--- config.mk ---
export PLATFORM = sky130hd
export DESIGN_NAME = dump_line_value_decoder
export DESIGN_NICKNAME = d
export VERILOG_FILES = /design/src/hw/rtl/dlvd_pkg.sv /design/src/hw/rtl/dump_line_value_decoder.sv /design/src/hw/rtl/dlvd_step.sv
export VERILOG_INCLUDE_DIRS = /design/src /design/src/hw/rtl
export SDC_FILE = /design/constraint.sdc
export NUM_CORES = 1
export LEC_CHECK = 0
export BUFFER_PORTS_ARGS = -buffer_cell sky130_fd_sc_hd__buf_2
export CAP_MARGIN = 5
export CORE_ASPECT_RATIO = 0.8
export CORE_MARGIN = 2
export CORE_UTILIZATION = 30
export DETAILED_ROUTE_END_ITERATION = 10
export PLACE_DENSITY = 0.54
export SYNTH_ARGS = -nofsm -noshare
export SYNTH_HDL_FRONTEND = slang
export SYNTH_SLANG_ARGS = --single-unit
--- constraint.sdc ---
create_clock -name clk -period 7.35 [get_ports clk]
set_clock_uncertainty 0.2 [all_clocks]
set_input_delay 0.735 -clock clk [delete_from_list [all_inputs] [get_ports clk]]
set_output_delay 0.735 -clock clk [all_outputs]
set_load 0.03 [all_outputs]
--- src/hw/rtl/dump_line_value_decoder_assert.svh ---
// assertion macros for the dump line value decoder
// used by the top level; relies on clk and arst_n in the including scope
`ifndef DUMP_LINE_VALUE_DECODER_ASSERT_SVH
`define DUMP_LINE_VALUE_DECODER_ASSERT_SVH

// same-cycle implication, checked out of reset
`define DLVD_ASSERT_NOW(label, ante, cons, msg) \
	label: assert property (@(posedge clk) disable iff (!arst_n) (ante) |-> (cons)) \
		else $error(msg);

// next-cycle implication, checked out of reset
`define DLVD_ASSERT_NEXT(label, ante, cons, msg) \
	label: assert property (@(posedge clk) disable iff (!arst_n) (ante) |=> (cons)) \
		else $error(msg);

`endif

--- src/hw/rtl/dlvd_pkg.sv ---
// shared types, codes and helper functions of the dump line value decoder
// no dependencies
package dlvd_pkg;

	// line phases
	localparam logic [2:0] PH_LEADER = 3'd0;
	localparam logic [2:0] PH_MATCH  = 3'd1;
	localparam logic [2:0] PH_SKIP   = 3'd2;
	localparam logic [2:0] PH_FIRST  = 3'd3;
	localparam logic [2:0] PH_BODY   = 3'd4;
	localparam logic [2:0] PH_ESC1   = 3'd5;
	localparam logic [2:0] PH_ESC2   = 3'd6;
	localparam logic [2:0] PH_HEX2   = 3'd7;

	// result kinds
	localparam logic [2:0] KIND_BYTE    = 3'd0;
	localparam logic [2:0] KIND_END     = 3'd1;
	localparam logic [2:0] KIND_REPEAT  = 3'd2;
	localparam logic [2:0] KIND_DATAEND = 3'd3;
	localparam logic [2:0] KIND_ERROR   = 3'd4;

	// configuration register indexes
	localparam logic CFG_PRINT_FORMAT = 1'b0;
	localparam logic CFG_NO_HEADER    = 1'b1;

	// characters
	localparam logic [7:0] CH_SPACE   = 8'h20;
	localparam logic [7:0] CH_NL      = 8'h0a;
	localparam logic [7:0] CH_BSLASH  = 8'h5c;
	localparam logic [7:0] CH_D       = 8'h44;

	// last match position of the end marker tail after the leader
	localparam logic [2:0] END_LAST_POS = 3'd6;

	typedef struct packed {
		logic [2:0] phase;
		logic [3:0] high_nibble;
		logic [2:0] match_pos;
		logic       error_seen;
	} dlvd_state_t;

	typedef struct packed {
		logic       valid;
		logic [2:0] kind;
		logic [7:0] value_byte;
	} dlvd_result_t;

	localparam dlvd_state_t STATE_RESET = '{
		phase: PH_LEADER, high_nibble: 4'd0, match_pos: 3'd0, error_seen: 1'b0};

	// characters of "ATA=END" by match position
	function automatic logic [7:0] end_char(input logic [2:0] pos);
		logic [7:0] ch;
		case (pos)
			3'd0:    ch = 8'h41;
			3'd1:    ch = 8'h54;
			3'd2:    ch = 8'h41;
			3'd3:    ch = 8'h3d;
			3'd4:    ch = 8'h45;
			3'd5:    ch = 8'h4e;
			3'd6:    ch = 8'h44;
			default: ch = 8'h00;
		endcase
		return ch;
	endfunction

	// hex digit decode: bit 4 flags a valid digit, bits 3:0 hold its value
	function automatic logic [4:0] hex_decode(input logic [7:0] c);
		logic [4:0] r;
		r = 5'd0;
		if (c >= 8'h30 && c <= 8'h39) begin
			r = {1'b1, c[3:0]};
		end else if ((c >= 8'h61 && c <= 8'h66) || (c >= 8'h41 && c <= 8'h46)) begin
			r = {1'b1, c[3:0] + 4'd9};
		end
		return r;
	endfunction

endpackage

--- src/hw/rtl/dump_line_value_decoder.sv ---
// Dump line value decoder, top level: takes one text byte per beat and gives at
// most one result beat (kind in tuser, decoded byte in tdata) per input beat.
// It sustains one byte per clock cycle while m_tready allows, with the combinational
// phase decoder between the input register and the result register; each result
// passes through both registers. A format error is reported once and then the block
// swallows all input until reset. Configuration is taken at once.
// depends on dlvd_pkg, dlvd_step and dump_line_value_decoder_assert.svh
`include "dump_line_value_decoder_assert.svh"

module dump_line_value_decoder (
	input  logic       clk,
	input  logic       arst_n,
	// configuration write port
	input  logic       cfg_we,
	input  logic       cfg_addr,
	input  logic [0:0] cfg_data,
	// input stream
	input  logic       s_tvalid,
	output logic       s_tready,
	input  logic [7:0] s_tdata,   // [7:0] in_byte
	// result stream
	output logic       m_tvalid,
	input  logic       m_tready,
	output logic [7:0] m_tdata,   // [7:0] value_byte
	output logic [2:0] m_tuser    // [2:0] kind
);
	import dlvd_pkg::*;

	logic         print_format_q;
	logic         no_header_q;
	logic         valid_s1;
	logic [7:0]   byte_s1;
	logic         adv_s1;
	dlvd_state_t  st_q;
	dlvd_state_t  st_nxt;
	dlvd_result_t res;
	logic         m_valid_q;
	logic [7:0]   m_byte_q;
	logic [2:0]   m_kind_q;

	// configuration registers
	always_ff @(posedge clk or negedge arst_n) begin
		if (!arst_n) begin
			print_format_q <= 1'b0;
			no_header_q    <= 1'b0;
		end else if (cfg_we) begin
			unique case (cfg_addr)
				CFG_PRINT_FORMAT: print_format_q <= cfg_data[0];
				CFG_NO_HEADER:    no_header_q    <= cfg_data[0];
				default:          ;
			endcase
		end
	end

	// input register moves on when the result register is free or draining
	assign adv_s1   = valid_s1 && (!m_valid_q || m_tready);
	assign s_tready = !valid_s1 || adv_s1;

	always_ff @(posedge clk or negedge arst_n) begin
		if (!arst_n) begin
			valid_s1 <= 1'b0;
		end else if (s_tready) begin
			valid_s1 <= s_tvalid;
		end
	end

	always_ff @(posedge clk) begin
		if (s_tready && s_tvalid) begin
			byte_s1 <= s_tdata;
		end
	end

	// decode of the registered byte
	dlvd_step u_step (
		.cur          (st_q),
		.in_byte      (byte_s1),
		.print_format (print_format_q),
		.no_header    (no_header_q),
		.nxt          (st_nxt),
		.res          (res)
	);

	// line state advances with each decoded byte
	always_ff @(posedge clk or negedge arst_n) begin
		if (!arst_n) begin
			st_q <= STATE_RESET;
		end else if (adv_s1) begin
			st_q <= st_nxt;
		end
	end

	// result register
	always_ff @(posedge clk or negedge arst_n) begin
		if (!arst_n) begin
			m_valid_q <= 1'b0;
		end else if (adv_s1) begin
			m_valid_q <= res.valid;
		end else if (m_tready) begin
			m_valid_q <= 1'b0;
		end
	end

	always_ff @(posedge clk) begin
		if (adv_s1 && res.valid) begin
			m_kind_q <= res.kind;
			m_byte_q <= res.value_byte;
		end
	end

	assign m_tvalid = m_valid_q;
	assign m_tdata  = m_byte_q;
	assign m_tuser  = m_kind_q;

	// checks
	`DLVD_ASSERT_NEXT(a_err_silent, st_q.error_seen && !m_valid_q, !m_valid_q,
		"result beat after sticky error")
	`DLVD_ASSERT_NOW(a_byte_zero, m_valid_q && m_kind_q != KIND_BYTE, m_byte_q == 8'd0,
		"nonzero byte on a non-byte result")
	`DLVD_ASSERT_NEXT(a_hold_s1, valid_s1 && !adv_s1, valid_s1 && $stable(byte_s1),
		"stalled input byte lost")

endmodule

--- src/hw/rtl/dlvd_step.sv ---
// per-byte decode: next line state and at most one result for one input byte
// depends on dlvd_pkg
module dlvd_step (
	input  dlvd_pkg::dlvd_state_t  cur,
	input  logic [7:0]             in_byte,
	input  logic                   print_format,
	input  logic                   no_header,
	output dlvd_pkg::dlvd_state_t  nxt,
	output dlvd_pkg::dlvd_result_t res
);
	import dlvd_pkg::*;

	logic [2:0] ph;
	logic [4:0] hex;
	logic       printable;
	logic [2:0] after_value;

	assign hex         = hex_decode(in_byte);
	assign printable   = print_format | no_header;
	assign after_value = no_header ? PH_FIRST : PH_LEADER;
	// with no leader expected, the leader phase is the first value character
	assign ph = (cur.phase == PH_LEADER && no_header) ? PH_FIRST : cur.phase;

	// phase decoder
	always_comb begin
		nxt = cur;
		res = '0;
		if (!cur.error_seen) begin
			nxt.phase = ph;
			unique case (ph) inside
				PH_LEADER: begin
					if (in_byte == CH_SPACE) begin
						nxt.phase = PH_FIRST;
					end else if (in_byte == CH_D) begin
						nxt.phase     = PH_MATCH;
						nxt.match_pos = 3'd0;
					end else begin
						nxt.error_seen = 1'b1;
						res = '{valid: 1'b1, kind: KIND_ERROR, value_byte: 8'd0};
					end
				end
				PH_MATCH: begin
					if (cur.match_pos > END_LAST_POS || in_byte != end_char(cur.match_pos)) begin
						nxt.error_seen = 1'b1;
						res = '{valid: 1'b1, kind: KIND_ERROR, value_byte: 8'd0};
					end else if (cur.match_pos == END_LAST_POS) begin
						nxt.match_pos = 3'd0;
						nxt.phase     = PH_SKIP;
						res = '{valid: 1'b1, kind: KIND_DATAEND, value_byte: 8'd0};
					end else begin
						nxt.match_pos = cur.match_pos + 3'd1;
					end
				end
				PH_SKIP: begin
					if (in_byte == CH_NL) begin
						nxt.phase = PH_LEADER;
					end
				end
				PH_FIRST, PH_BODY: begin
					if (ph == PH_FIRST && in_byte == CH_SPACE) begin
						res = '{valid: 1'b1, kind: KIND_REPEAT, value_byte: 8'd0};
					end else if (in_byte == CH_NL) begin
						nxt.phase = after_value;
						res = '{valid: 1'b1, kind: KIND_END, value_byte: 8'd0};
					end else if (printable) begin
						if (in_byte == CH_BSLASH) begin
							nxt.phase = PH_ESC1;
						end else begin
							nxt.phase = PH_BODY;
							res = '{valid: 1'b1, kind: KIND_BYTE, value_byte: in_byte};
						end
					end else if (hex[4]) begin
						nxt.high_nibble = hex[3:0];
						nxt.phase       = PH_HEX2;
					end else begin
						nxt.error_seen = 1'b1;
						res = '{valid: 1'b1, kind: KIND_ERROR, value_byte: 8'd0};
					end
				end
				PH_ESC1: begin
					if (in_byte == CH_BSLASH) begin
						nxt.phase = PH_BODY;
						res = '{valid: 1'b1, kind: KIND_BYTE, value_byte: CH_BSLASH};
					end else if (hex[4]) begin
						nxt.high_nibble = hex[3:0];
						nxt.phase       = PH_ESC2;
					end else begin
						nxt.error_seen = 1'b1;
						res = '{valid: 1'b1, kind: KIND_ERROR, value_byte: 8'd0};
					end
				end
				PH_ESC2, PH_HEX2: begin
					if (hex[4]) begin
						nxt.phase = PH_BODY;
						res = '{valid: 1'b1, kind: KIND_BYTE,
							value_byte: {cur.high_nibble, hex[3:0]}};
					end else begin
						nxt.error_seen = 1'b1;
						res = '{valid: 1'b1, kind: KIND_ERROR, value_byte: 8'd0};
					end
				end
				default: begin
					nxt.phase = PH_LEADER;
				end
			endcase
		end
	end

endmodule

==> impl.org <==
** Cells and area
- The top cell types in the final layout, fill and taps aside, are sky130_fd_sc_hd__buf_2 (27), sky130_fd_sc_hd__nor2_1 (20), sky130_fd_sc_hd__edfxtp_1 (19).
- The library cell used most frequently in the layout, excluding fill and tap cells, is sky130_fd_sc_hd__buf_2.
- Post-Layout Cell Count :: 361
- ANT cells :: 0
- Nets@finish :: 275
- Cells fill 35.1% of the core in the end.
- Layout area overhead :: 12.1%
- Fraction of layout cells with a size suffix above 1 :: 21.9%
- Post-route cell area :: 2630 um2
- Fillers :: 783

** Placed design
- In this run, placement finished with an instance count of 353.
- At the end of routability-driven placement, the weighted congestion stood at 0.929.
- Port buffering added 27 buffers.
- Dpl hpwl :: 4210 um
- Cell area after placement :: 2520 um2

** Hold path
- The min-delay analysis places its worst path in the category in2async.

** Detailed routing
- The count of nets left with antenna violations once routing finished came out at 0.
- # DRC :: 0
- For this run, the detailed router's first-pass iteration total came to 4.
- Wirelength, routed :: 5720 um
- Routed vias :: 1927
- WL per Instance :: 15.9 um
- Detailed-route vias per instance :: 5.34
- After the first detailed-routing iteration, the DRC count stood at 157.

** Setup path
- Worst Path Arrival :: 2.87 ns
- Setup slack of the most critical reg-to-reg path :: 4.20 ns
- Type of origin of the critical path :: register
- Along the worst path, the maximum fanout reaches 12.
- Setup Crit Path Kind :: reg2reg
- Reg2Reg Launch Point :: byte_s1[0]
- At the worst endpoint, the required time is 7.08 ns.
- Length in cells of the worst reg-to-reg path :: 7
- The worst register-to-register path ends at m_tdata[2].
- Setup crit end kind :: register

** Timing
- Slew of the pin with the lowest slew margin :: 0.601 ns
- Clock period minus final worst setup slack :: 3.15 ns
- After layout, the worst path uses 42.8% of the clock period.
- The number of pins with negative max-slew slack in the final report came to 0.
- Adding up every negative setup slack in the final design gives 0 ns.
- The count of final hold-check violations came to 0.
- Timing would allow up to 318 MHz.
- Unrepaired setup endpoints after global routing :: no
- Setup violations remaining at the end of the flow were counted as 0.
- The worst pin sits at a relative slew slack of 59.9%.

** Floorplan
- The total area inside the core boundary comes to 7500 um2.
- Once the floorplan was initialized, standard cells occupied 31.3% of the core.
- The die is 83.1 um tall.
- Count of pins on the block boundary :: 28
- Cell Rows :: 28
- Die Area :: 8540 um2
- The die is 103 um wide.

** Yosys
- The number of nets in the synthesized netlist is 254.
- Post-synthesis sequential area ratio :: 40.3%
- Gate Count Post-Synth :: 234
- Flops & latches, synth :: 34
- Prevailing post-synth register cell :: sky130_fd_sc_hd__edfxtp_1
- Per-instance average area after synthesis :: 10.0 um2
- The Yosys step of the flow raised 0 warnings.
- Netlist area before placement :: 2340 um2
- Post-synth EDFFs :: 19
- Yosys mapped the design onto 68 distinct sky130hd cell types.
- Of all flip-flops after synthesis, the portion carrying an async set or reset was 44.1%.

** GRT
- Vias in the first global route :: 1909
- Total gr overflow :: 0
- Entering global routing, the biggest net connects 18 pins.
- Global routing consumed, over all layers together, 14.6% of the routing resources.
- The first global-routing pass estimated 9740 um of wire.
- The initial antenna violation count came to 0.

** Clock tree
- Hold_buf cts :: 0
- The number of clock buffers added by TritonCTS is 5.
- TritonCTS built the clock tree.
- Clock tree buffer depth :: 2
- H-tree level count :: 2
- After clock tree synthesis, the clock-pin slew on the worst setup and hold paths is 0.07 ns.
- Post-cts resize count :: 0
- CTS sink cnt :: 34
- At the later pin of the worst-skew pair, clock insertion delay measures 0.29 ns.
- Post-CTS timing repair inserted 0 buffers for setup.
- CTS Root Buffer Type :: sky130_fd_sc_hd__clkbuf_8

** Power and ir drop
- Leakage power summed over all cells :: 0.973 nW
- Dividing total power by cell area gives a power density of 215 nW/um2.
- Max rail drop VDD :: 78.7 uV

** Job
- Max-cap violations in this run came to 0.

** Outcome
- The flow ran to the end, and the final reports show no timing, DRC or antenna violations.
## flip-flops by register name, summed over array words and instances, names as in the netlist
| register | count |
|---|---|
| m_tuser | 3 |
| byte_s1 | 8 |
| m_tvalid | 1 |
| print_format_q | 1 |
| st_q | 11 |
| valid_s1 | 1 |
| no_header_q | 1 |
| m_tdata | 8 |
## through the flow
stage                     total power, W  hold slack, ns  worst slack (ns)
after CTS                       0.000568           0.167              4.21
after global placement          0.000397           0.291              4.31
final                           0.000565           0.154              4.20
after floorplan                 0.000360           0.239              4.53
after detailed placement        0.000395           0.295              4.22
after global routing            0.000599           0.174              3.97
## metal layers
metal | routed length [um] | track usage [%] | vias to the layer above
li1 | - | - | 935
met1 | 2810 | 22.2 | 909
met2 | 2420 | 20.9 | 78
met3 | 458 | 3.62 | 5
met4 | 38 | 2.63 | 0
met5 | 0 | 0 | -
## cell families (layout without fill, tap and decap cells)
| logic type | Yosys count | after routing | synth area share [%] |
|---|---|---|---|
| AND/OR/NAND/NOR | 92 | 92 | 23.8 |
| AO/OA/AOI/OAI | 70 | 70 | 22.8 |
| flip-flops | 34 | 34 | 40.3 |
| buffers and inverters | 21 | 43 | 5.07 |
| multiplexers | 8 | 8 | 3.84 |
| adder cells (fa/ha/maj) | 5 | 5 | 2.67 |
| XOR/XNOR | 4 | 4 | 1.49 |
## layout make-up
type	count	area, um2	share of cell area (%)
timing repair buffer	27	135	5.14
inverter	8	30.0	1.14
tap	105	131	5.00
clock buffer	6	72.6	2.76
clock inverter	2	33.8	1.29
sequential	34	946	36.0
multi-input combinational	179	1280	48.7
## worst max path at each step
stage | start | to | slack [ns] | cells after the start
detailed placement | byte_s1[0] | m_tdata[7] | 4.22 | 7
finish | byte_s1[0] | m_tdata[2] | 4.20 | 7
floorplan | byte_s1[0] | m_tdata[0] | 4.53 | 8
global placement | byte_s1[0] | m_tdata[4] | 4.31 | 7
global route | byte_s1[0] | m_tdata[3] | 3.97 | 7
CTS | byte_s1[0] | m_tdata[4] | 4.21 | 7
## where the power goes
| group | switching (W) | internal [W] | total [W] |
|---|---|---|---|
| clock network | 0.0000716 | 0.000100 | 0.000172 |
| logic | 0.0000836 | 0.0000634 | 0.000147 |
| registers | 0.0000352 | 0.000211 | 0.000246 |
| total | 0.000190 | 0.000375 | 0.000565 |
## worst max-delay path, stage by stage, from the launching register on
cell	delay [ns]
sky130_fd_sc_hd__edfxtp_1	0.53
sky130_fd_sc_hd__inv_1	0.16
sky130_fd_sc_hd__ha_1	0.26
sky130_fd_sc_hd__or3b_1	0.38
sky130_fd_sc_hd__and4_1	0.30
sky130_fd_sc_hd__nor2_4	0.25
sky130_fd_sc_hd__a211o_1	0.16
sky130_fd_sc_hd__o311a_1	0.54
## cells in the mapped netlist (2+ instances only)
master / instances / share of area [%]
sky130_fd_sc_hd__o31ai_1: 3 / 0.96
sky130_fd_sc_hd__nand3b_1: 4 / 1.3
sky130_fd_sc_hd__mux2_2: 8 / 3.8
sky130_fd_sc_hd__nor4_1: 3 / 0.80
sky130_fd_sc_hd__xor2_1: 3 / 1.1
sky130_fd_sc_hd__nor3_1: 2 / 0.43
sky130_fd_sc_hd__a21oi_1: 13 / 2.8
sky130_fd_sc_hd__nand4b_1: 6 / 2.2
sky130_fd_sc_hd__nor3b_1: 2 / 0.64
sky130_fd_sc_hd__buf_4: 4 / 1.3
sky130_fd_sc_hd__o21ai_1: 2 / 0.43
sky130_fd_sc_hd__nand2b_1: 6 / 1.6
sky130_fd_sc_hd__and2_1: 5 / 1.3
sky130_fd_sc_hd__o21ai_0: 13 / 2.8
sky130_fd_sc_hd__a211o_1: 2 / 0.75
sky130_fd_sc_hd__nand3_1: 5 / 1.1
sky130_fd_sc_hd__o21a_1: 2 / 0.64
sky130_fd_sc_hd__nand2_1: 15 / 2.4
sky130_fd_sc_hd__o22ai_1: 3 / 0.80
sky130_fd_sc_hd__nor2b_1: 5 / 1.3
sky130_fd_sc_hd__a31oi_1: 2 / 0.53
sky130_fd_sc_hd__clkbuf_1: 3 / 0.48
sky130_fd_sc_hd__dfrtp_1: 15 / 16
sky130_fd_sc_hd__o31a_1: 2 / 0.75
sky130_fd_sc_hd__or3b_1: 3 / 1.1
sky130_fd_sc_hd__a22oi_1: 2 / 0.64
sky130_fd_sc_hd__edfxtp_1: 19 / 24
sky130_fd_sc_hd__a221oi_1: 4 / 1.5
sky130_fd_sc_hd__buf_6: 3 / 1.4
sky130_fd_sc_hd__nor2_1: 20 / 3.2
sky130_fd_sc_hd__o2111ai_1: 2 / 0.75
sky130_fd_sc_hd__a21o_1: 4 / 1.3
sky130_fd_sc_hd__ha_1: 5 / 2.7
sky130_fd_sc_hd__nand4_1: 2 / 0.53
sky130_fd_sc_hd__inv_1: 8 / 1.3
sky130_fd_sc_hd__buf_2: 2 / 0.43
Power figures use the tool's default switching activity.
